`config.mk`:
```
export PLATFORM = sky130hd
export DESIGN_NAME = dep_queue_cell
export DESIGN_NICKNAME = d
export VERILOG_FILES = /design/src/rtl/core/dep_queue_pkg.sv /design/src/rtl/core/dep_queue_cell.sv
export SDC_FILE = /design/constraint.sdc
export NUM_CORES = 1
export LEC_CHECK = 0
export BUFFER_PORTS_ARGS = -buffer_cell sky130_fd_sc_hd__buf_2
export CORE_MARGIN = 3
export CORE_UTILIZATION = 49
export DETAILED_ROUTE_END_ITERATION = 8
export PLACE_DENSITY_LB_ADDON = 0.2
export SLEW_MARGIN = 15
export SYNTH_ARGS = -nofsm -noshare
export SYNTH_HDL_FRONTEND = slang
export SYNTH_SLANG_ARGS = --single-unit
```
`constraint.sdc`:
```
create_clock -name i_clk -period 4.8 [get_ports i_clk]
set_input_delay 0.24 -clock i_clk [delete_from_list [all_inputs] [get_ports i_clk]]
set_output_delay 0.24 -clock i_clk [all_outputs]
set_load 0.02 [all_outputs]
```
`src/rtl/core/dep_queue_pkg.sv`:
```
package dep_queue_pkg;

    localparam int CAPACITY = 64;
    localparam int CNT_W    = $clog2(CAPACITY + 1);
    localparam int VAL_W    = 32;

    localparam logic [1:0] OP_INSERT  = 2'd0;
    localparam logic [1:0] OP_DEL_MAX = 2'd1;
    localparam logic [1:0] OP_DEL_MIN = 2'd2;

    localparam logic [1:0] ST_DONE  = 2'd0;
    localparam logic [1:0] ST_EMPTY = 2'd1;
    localparam logic [1:0] ST_FULL  = 2'd2;

    typedef struct packed {
        logic [1:0]              operation;
        logic signed [VAL_W-1:0] value;
    } t_in_item;

    typedef struct packed {
        logic signed [VAL_W-1:0] max_value;
        logic signed [VAL_W-1:0] min_value;
        logic [6:0]              stored_count;
        logic [1:0]              status;
    } t_out_item;

    // command broadcast to every cell of the row
    typedef struct packed {
        logic                    ins;
        logic                    del_min;
        logic signed [VAL_W-1:0] value;
    } t_cell_ctl;

endpackage

```
`src/rtl/core/dep_queue_cell.sv`:
```
module dep_queue_cell
    import dep_queue_pkg::*;
(
    input  logic                    i_clk,
    input  t_cell_ctl               i_ctl,
    input  logic                    i_occ,
    input  logic                    i_lo_occ,
    input  logic                    i_lo_gt,
    input  logic signed [VAL_W-1:0] i_lo_val,
    input  logic signed [VAL_W-1:0] i_hi_val,
    output logic signed [VAL_W-1:0] o_val,
    output logic                    o_gt
);

    logic signed [VAL_W-1:0] r_val;
    logic signed [VAL_W-1:0] n_val;

    // new value sorts in front of this entry
    assign o_gt  = i_occ && (i_ctl.value < r_val);
    assign o_val = r_val;

    always_comb begin
        n_val = r_val;
        if (i_ctl.ins) begin
            if (i_lo_gt) begin
                n_val = i_lo_val;
            end else if (o_gt || (!i_occ && i_lo_occ)) begin
                n_val = i_ctl.value;
            end
        end else if (i_ctl.del_min) begin
            n_val = i_hi_val;
        end
    end

    always_ff @(posedge i_clk) begin
        r_val <= n_val;
    end

endmodule

```
After elaboration in Yosys (flattened, before gate mapping)
Index checks and enable logic that the tools add are counted.
{"block": "word_totals", "reg_bits": 32}
{"block": "op_classes", "magnitude_cmp": 1, "n_mux": 4, "reduce_logical": 6, "n_eq_ne": 1}
{"cell": "2-to-1 mux 32 bit", "count": 4}
{"cell": "less-than comparator 32 bit", "count": 1}
{"cell": "!= test 3 x 1 -> 1 bit, second input constant", "count": 1}
{"cell": "logical AND 1 bit", "count": 2}
{"cell": "AND reduction 2 bit", "count": 1}
{"cell": "nonzero test 2 bit", "count": 1}
{"cell": "zero test 1 bit", "count": 1}
{"cell": "logical OR 1 bit", "count": 1}

Logic depth before layout (Yosys ltp)
Gate-level depths: netlist of run 1.
{"block": "logic_depth", "ltp_word": 6, "mapped_depth": 8, "depth_no_buf": 8}

Least setup slack after synthesis of run 1
Ideal clock, no wire load.
{"block": "synth_timing", "path_type": "register -> register", "from": "register r_val[30], in the netlist o_val[30]", "to": "register r_val[0], in the netlist o_val[0] (enable)", "slack_ns": 1.812, "arrival_ns": 2.598, "setup_time_ns": 0.389, "path_stages_with_launch": 9, "cell_sequence": "edfxtp_1 -> inv_1 -> ha_1 -> a21oi_2 -> nand2_1 -> a221o_1 -> a211o_1 -> a2111o_1 -> nand2_1"}
{"block": "synth_via", "elab_chain_cells": 5}
{"item": "start: declaration", "line_no": "dep_queue_cell.sv:15", "source": "logic signed [VAL_W-1:0] r_val;"}
{"item": "start signal: assignment", "line_no": "dep_queue_cell.sv:36", "source": "r_val <= n_val;"}
{"item": "less-than comparator 32 bit", "line_no": "dep_queue_cell.sv:19", "source": "assign o_gt = i_occ && (i_ctl.value < r_val);"}
{"item": "logical AND 1 bit", "line_no": "dep_queue_cell.sv:19"}
{"item": "logical OR 1 bit", "line_no": "dep_queue_cell.sv:27", "source": "end else if (o_gt || (!i_occ && i_lo_occ)) begin"}
{"item": "!= test 3 x 1 -> 1 bit (no line)"}
{"item": "AND reduction 2 bit (no line)"}
No other way between the ends.
A chain may end at the register's enable or synchronous reset.

Final worst setup path of run 1
{"block": "layout_timing", "from": "register r_val[21], in the netlist o_val[21]", "to": "output o_gt"}
{"block": "layout_via", "elab_chain_cells": 2}
{"item": "less-than comparator 32 bit", "line_no": "dep_queue_cell.sv:19"}
{"item": "logical AND 1 bit", "line_no": "dep_queue_cell.sv:19"}
{"item": "end: declaration", "line_no": "dep_queue_cell.sv:12", "source": "output logic o_gt"}
No other way between the ends.

==> impl_metrics.yaml, run 1 <==
route:
  drtAntennaViolNets: 0
  avgRoutedWirePerCell_microns: 13.2
  routed_wl_mm: 6.08
  route.vias.total: 2328
  dr.pass1.iters: 4
  viasPerCell: 5.07
  drc: 0
  drt_iter0_drc: 84
global_routing:
  grt_usage: 0.207
  grt_pass1_wl_mm: 9.99
  antenna_found_initial: 0
  grt_max_degree: 67
  overflow: 0
  grt_pass1_vias: 2257
sta:
  fin_skew_ns: 0.00843
  finalCriticalPeriod_ns: 2.64
  setup_violations: 0
  slew_viol_final: 0
  relSlewSlack: 0.339
  fin_ws_ns: 2.16
  hold_slack_ns: 0.278
  hold_violations: 0
  tightest_slew_ns: 0.992
  rsz0062_at_grt: "false"
  fin_tns_setup_ns: 0
  max_freq_ghz: 0.379
  period_share: 0.550
pwr:
  leakagePower_uw: 0.00173
  p_switching_uw: 283
  seqPwrFrac: 0.427
  p_comb_frac: 0.352
  power.density_nw_per_um2: 265
  power_uw: 862
  p_sw_frac: 0.328
  power.internal_uw: 580
  p_clk_frac: 0.221
  ir_drop_mv: 0.143
placement:
  dp_hpwl_mm: 4.89
  post_dp_cell_area_sq_um: 3170
  place.gp.congestion: 0.746
  place_ws_ns: 2.17
  portBuffers: 134
floorplanning:
  placementRows: 25
  coreArea_sq_um: 4790
  start_util: 0.511
  die_x_microns: 76.7
  pin_count: 135
  die-area_sq_um: 5880
  die_h_microns: 76.7
clocking:
  cts_tree: "done"
  postCtsHoldBufs: 0
  cts_root_buffer: "clkbuf_8"
  worstSkewPairLatency_ns: 0.28
  numCtsBuffers: 5
  clock-sinks: 32
  clock_path_buffers: 2
  htreeDepth: 2
  cts_resized: 0
  postCtsSetupRepairBufs: 0
  clkTransAtPathRegs_ns: 0.06
final_layout:
  final_nets: 524
  diodes: 0
  drive_gt1_frac: 0.365
  design_area_sq_um: 3250
  area_delta_synth_final_pct: 32.9
  largest_reg_flops: 32
yosys:
  yosysWarnings: 0
  syn_nets: 392
  synth_top_area_cell: "edfxtp_1"
  synth_area_sq_um: 2450
  synth.distinct_cells: 24
  yosys-top-cells-count: "a21oi_1, nor2_1, mux2i_1, edfxtp_1, inv_1"
  ys_seq_elements: 32
  synth_area_leaders: "edfxtp_1, ha_1, mux2i_1"
  synth_top_area_share: 0.393
  synth_edf_count: 32
  async_reset_ff_frac: 0
  yosysSeqAreaShare: 0.393
  syn_avg_cell_area_sq_um: 9.45
  synth_most_common_cell: "a21oi_1"
  syn_inst: 259
  synth_flop_cell: "edfxtp_1"
setup_path:
  worstRegToRegCells: 9
  arrival_ns: 2.40
  rr_endpoint: "o_val[29]$_DFFE_PP_"
  r2r-start: "o_val[21]$_DFFE_PP_"
  end_kind: "output port"
  start_kind: "flop"
  r2r_setup_slack_ns: 2.17
  cp.required_ns: 4.56
  crit_fanout: 3
  critPathKind: "flop to output port"
worst_hold_path:
  holdPathEnd: "o_val[22]$_DFFE_PP_"
  min_path_cells: 3
  min-delay-path-class: "input port to flop"
  hp-start: "i_hi_val[22]"
status:
  outcome: "completed"
job:
  cap_violations: 0
## metrics by stage
stage / std cells / utilization
CTS: 459 / 0.679
finish: 459 / 0.679
floorplan: 259 / -
global route: 459 / 0.679
detailed placement: 451 / 0.663
global placement: 451 / 0.663
## cell families (layout without fill, tap and decap cells)
kind of cell,after synthesis,in the layout,share of synthesized area
adders and majority gates,31,31,0.158
muxes,33,33,0.135
AOI/OAI and AO/OA,61,61,0.144
DFF,32,32,0.393
and+or+nand+nor,59,59,0.103
buffers and inverters,43,176,0.0675
## final cells by class
cell class	count	area (sq um)
fillers	407	1530
multi-input cells	184	1320
flip-flops and latches	32	961
repair buffers	136	686
inverters	32	120
well taps	67	83.8
clock buffers	7	76.3
clock inverters	1	3.75
## placed cells by master, fill, tap and decap left out, drive strengths merged
master,Yosys,final
nand4,6,6
nor2,37,37
a211o,2,2
nor3,1,1
o41ai,1,1
nand2,8,8
clkinv,0,1
clkbuf,8,7
a221o,1,1
ha,31,31
edfxtp,32,32
mux2i,33,33
nand2b,3,3
nor4,1,1
a21o,2,2
buf,3,136
o21ai,4,4
a31oi,2,2
nand3,3,3
o311a,1,1
inv,32,32
a21oi,47,47
a2111o,1,1
## worst max-delay path, cell delays in order, from the launching register on
cell,delay (ns)
edfxtp_1,0.37
inv_1,0.06
ha_1,0.24
a21oi_1,0.16
o21ai_1,0.10
a221o_1,0.32
a211o_1,0.30
a21oi_1,0.17
mux2i_1,0.20
buf_2,0.20
## metal layers
metal  GRT usage  vias to the layer above  share of wire
met3      0.0622                        4          0.074
met1       0.244                     1051           0.42
met2       0.367                       80           0.50
met4      0.0543                        0         0.0077
li1            -                     1193              -
met5           0                        -              0
## power by group through the flow
| stage | sequential [uW] | clock [uW] | combinational (uW) |
|---|---|---|---|
| after floorplan | 418 | 0 | 146 |
| after global placement | 373 | 0 | 297 |
| after detailed placement | 375 | 0 | 306 |
| after CTS | 369 | 198 | 308 |
| after global routing | 373 | 212 | 341 |
| final | 368 | 190 | 304 |
## how the worst max path moves through the flow
stage / cells past startpoint / end / from
5_1_grt: 9 / o_gt / o_val[21]$_DFFE_PP_
3_5_place_dp: 9 / o_val[13]$_DFFE_PP_ / o_val[30]$_DFFE_PP_
2_1_floorplan: 8 / o_val[0]$_DFFE_PP_ / o_val[30]$_DFFE_PP_
6_report: 9 / o_gt / o_val[21]$_DFFE_PP_
3_3_place_gp: 9 / o_val[4]$_DFFE_PP_ / i_ctl[30]
4_1_cts: 9 / o_gt / o_val[21]$_DFFE_PP_
(Power assumes the default switching activity.)
==> run 2, diff against run 1 <==
--- a/config.mk
+++ b/config.mk
@@ -7,7 +7,7 @@
 export LEC_CHECK = 0
 export BUFFER_PORTS_ARGS = -buffer_cell sky130_fd_sc_hd__buf_2
 export CORE_MARGIN = 3
-export CORE_UTILIZATION = 49
+export CORE_UTILIZATION = 45
 export DETAILED_ROUTE_END_ITERATION = 8
 export PLACE_DENSITY_LB_ADDON = 0.2
 export SLEW_MARGIN = 15
==> constraint.sdc (replaced) <==
create_clock -name i_clk -period 2.6 [get_ports i_clk]
set_input_delay 0.13 -clock i_clk [delete_from_list [all_inputs] [get_ports i_clk]]
set_output_delay 0.13 -clock i_clk [all_outputs]
set_load 0.02 [all_outputs]
==> run 2 against run 1 <==
Sequential share of layout area shrank 0.99 points. First-iteration DRC count down 33%. Clock power rose by 71%. Non-clock buffer count up 5. Register-to-register slack got worse by 2.1 ns. Worst setup slack got worse by 2.1 ns. Critical endpoint is now o_val[2]$_DFFE_PP_.
==> impl_metrics.yaml, run 2 (synthesis results as in run 1) <==
pwr:
  power.internal_uw: 1090
  p_comb_frac: 0.377
  p_clk_frac: 0.201
  p_switching_uw: 525
  power.density_nw_per_um2: 479
  leakagePower_uw: 0.00178
  p_sw_frac: 0.325
  seqPwrFrac: 0.421
  ir_drop_mv: 0.312
final_layout:
  finalNonFillerCells: 464
  layout_common_cells: "buf_2, a21oi_1, nor2_1"
  layout_commonest_cell: "buf_2"
  largest_reg_flops: 32
  area_delta_synth_final_pct: 37.5
  drive_gt1_frac: 0.391
  final_util: 0.650
  final_nets: 529
  design_area_sq_um: 3360
  diodes: 0
global_routing:
  grt_pass1_vias: 2139
  grt_usage: 0.186
  grt_pass1_wl_mm: 9.34
  overflow: 0
  grt_max_degree: 41
  antenna_found_initial: 0
sta:
  finalCriticalPeriod_ns: 2.51
  tightest_slew_ns: 0.446
  period_share: 0.964
  fin_skew_ns: 0.00566
  fin_tns_setup_ns: 0
  rsz0062_at_grt: "false"
  relSlewSlack: 0.700
  setup_violations: 0
  max_freq_ghz: 0.399
  fin_ws_ns: 0.0939
  slew_viol_final: 0
  hold_violations: 0
placement:
  dp_cells: 458
  place.gp.congestion: 0.746
  place_ws_ns: 0.116
  post_dp_cell_area_sq_um: 3240
  portBuffers: 134
  dp_hpwl_mm: 5.13
route:
  route.vias.total: 2286
  dr.pass1.iters: 4
  viasPerCell: 4.93
  routed_wl_mm: 6.09
  drtAntennaViolNets: 0
  drc: 0
  avgRoutedWirePerCell_microns: 13.1
  drt_iter0_drc: 56
clocking:
  worstSkewPairLatency_ns: 0.27
  htreeDepth: 2
  cts_root_buffer: "clkbuf_8"
  clock_path_buffers: 2
  clkTransAtPathRegs_ns: 0.06
  numCtsBuffers: 5
  cts_tree: "done"
  clock-sinks: 32
floorplanning:
  pin_count: 135
  coreArea_sq_um: 5170
  start_util: 0.473
  die-area_sq_um: 6360
  die_h_microns: 79.7
  die_x_microns: 79.7
  placementRows: 26
status:
  outcome: "completed"
setup_path:
  end_kind: "flop"
  crit_chain: "inv_1 -> ha_1 -> a211o_1 -> a31oi_1 -> o311a_1 -> o41ai_4 -> a2111o_1 -> nand2_4 -> buf_4"
  slowest_stage: "a2111o_1"
  cp.required_ns: 2.58
  start_kind: "flop"
  arrival_ns: 2.49
  crit_fanout: 8
  r2r-start: "o_val[2]$_DFFE_PP_"
  critPathKind: "flop to flop"
  crit_start: "o_val[2]$_DFFE_PP_"
  max_stage_delay_ns: 0.42
job:
  cap_violations: 0
worst_hold_path:
  min-delay-path-class: "input port to flop"
  hp-start: "i_hi_val[15]"
[run 2: cell type report]
class                      instances  area, sq um
clock buffer                       5         68.8
fill                             445         1810
inverter                          32          120
multi-input combinational        184         1380
sequential                        32          961
tap                               70         87.6
timing repair buffer             141          751
[run 2: repair_timing]
item | in CTS | in global routing
gates resized for setup | 0 | 7
endpoints found under the setup margin | 0 | 28
setup buffers | 0 | 1
hold buffers | 0 | 0
[run 2: metal layers]
layer  track usage  part of all wire
met1         0.222              0.43
met5             0                 0
met2         0.339              0.50
met4        0.0422            0.0082
met3        0.0406             0.066
[run 2: worst paths after layout]
| kind | slack, ns | depth (start not counted) | end |
|---|---|---|---|
| worst max-delay path | 0.09 | 9 | o_val[2]$_DFFE_PP_ |
| worst min-delay path | 0.18 | 3 | o_val[15]$_DFFE_PP_ |
| worst max register to register | 0.09 | 9 | o_val[2]$_DFFE_PP_ |
| worst min register to register | 1.22 | 6 | o_val[6]$_DFFE_PP_ |
[run 2: critical path: cells and delay by family (launching register included)]
family / cells / cell delay [ns]
AND/OR/NAND/NOR: 1 / 0.15
buffers and inverters: 2 / 0.24
adder cells (fa/ha/maj): 1 / 0.23
flip-flops: 1 / 0.39
AO/OA/AOI/OAI: 5 / 1.22
[run 2: stage by stage]
step	hold slack [ns]	total power, uW
3_3_place_gp	0.450	1260
4_1_cts	0.167	1610
2_1_floorplan	0.356	1040
5_1_grt	0.192	1720
6_report	0.175	1610
3_5_place_dp	0.451	1280
[run 2: power groups by stage]
stage	combinational, uW	clock (uW)	sequential (uW)
4_1_cts	590	339	680
5_1_grt	676	354	689
3_5_place_dp	588	0	691
3_3_place_gp	574	0	688
2_1_floorplan	273	0	769
6_report	608	325	679
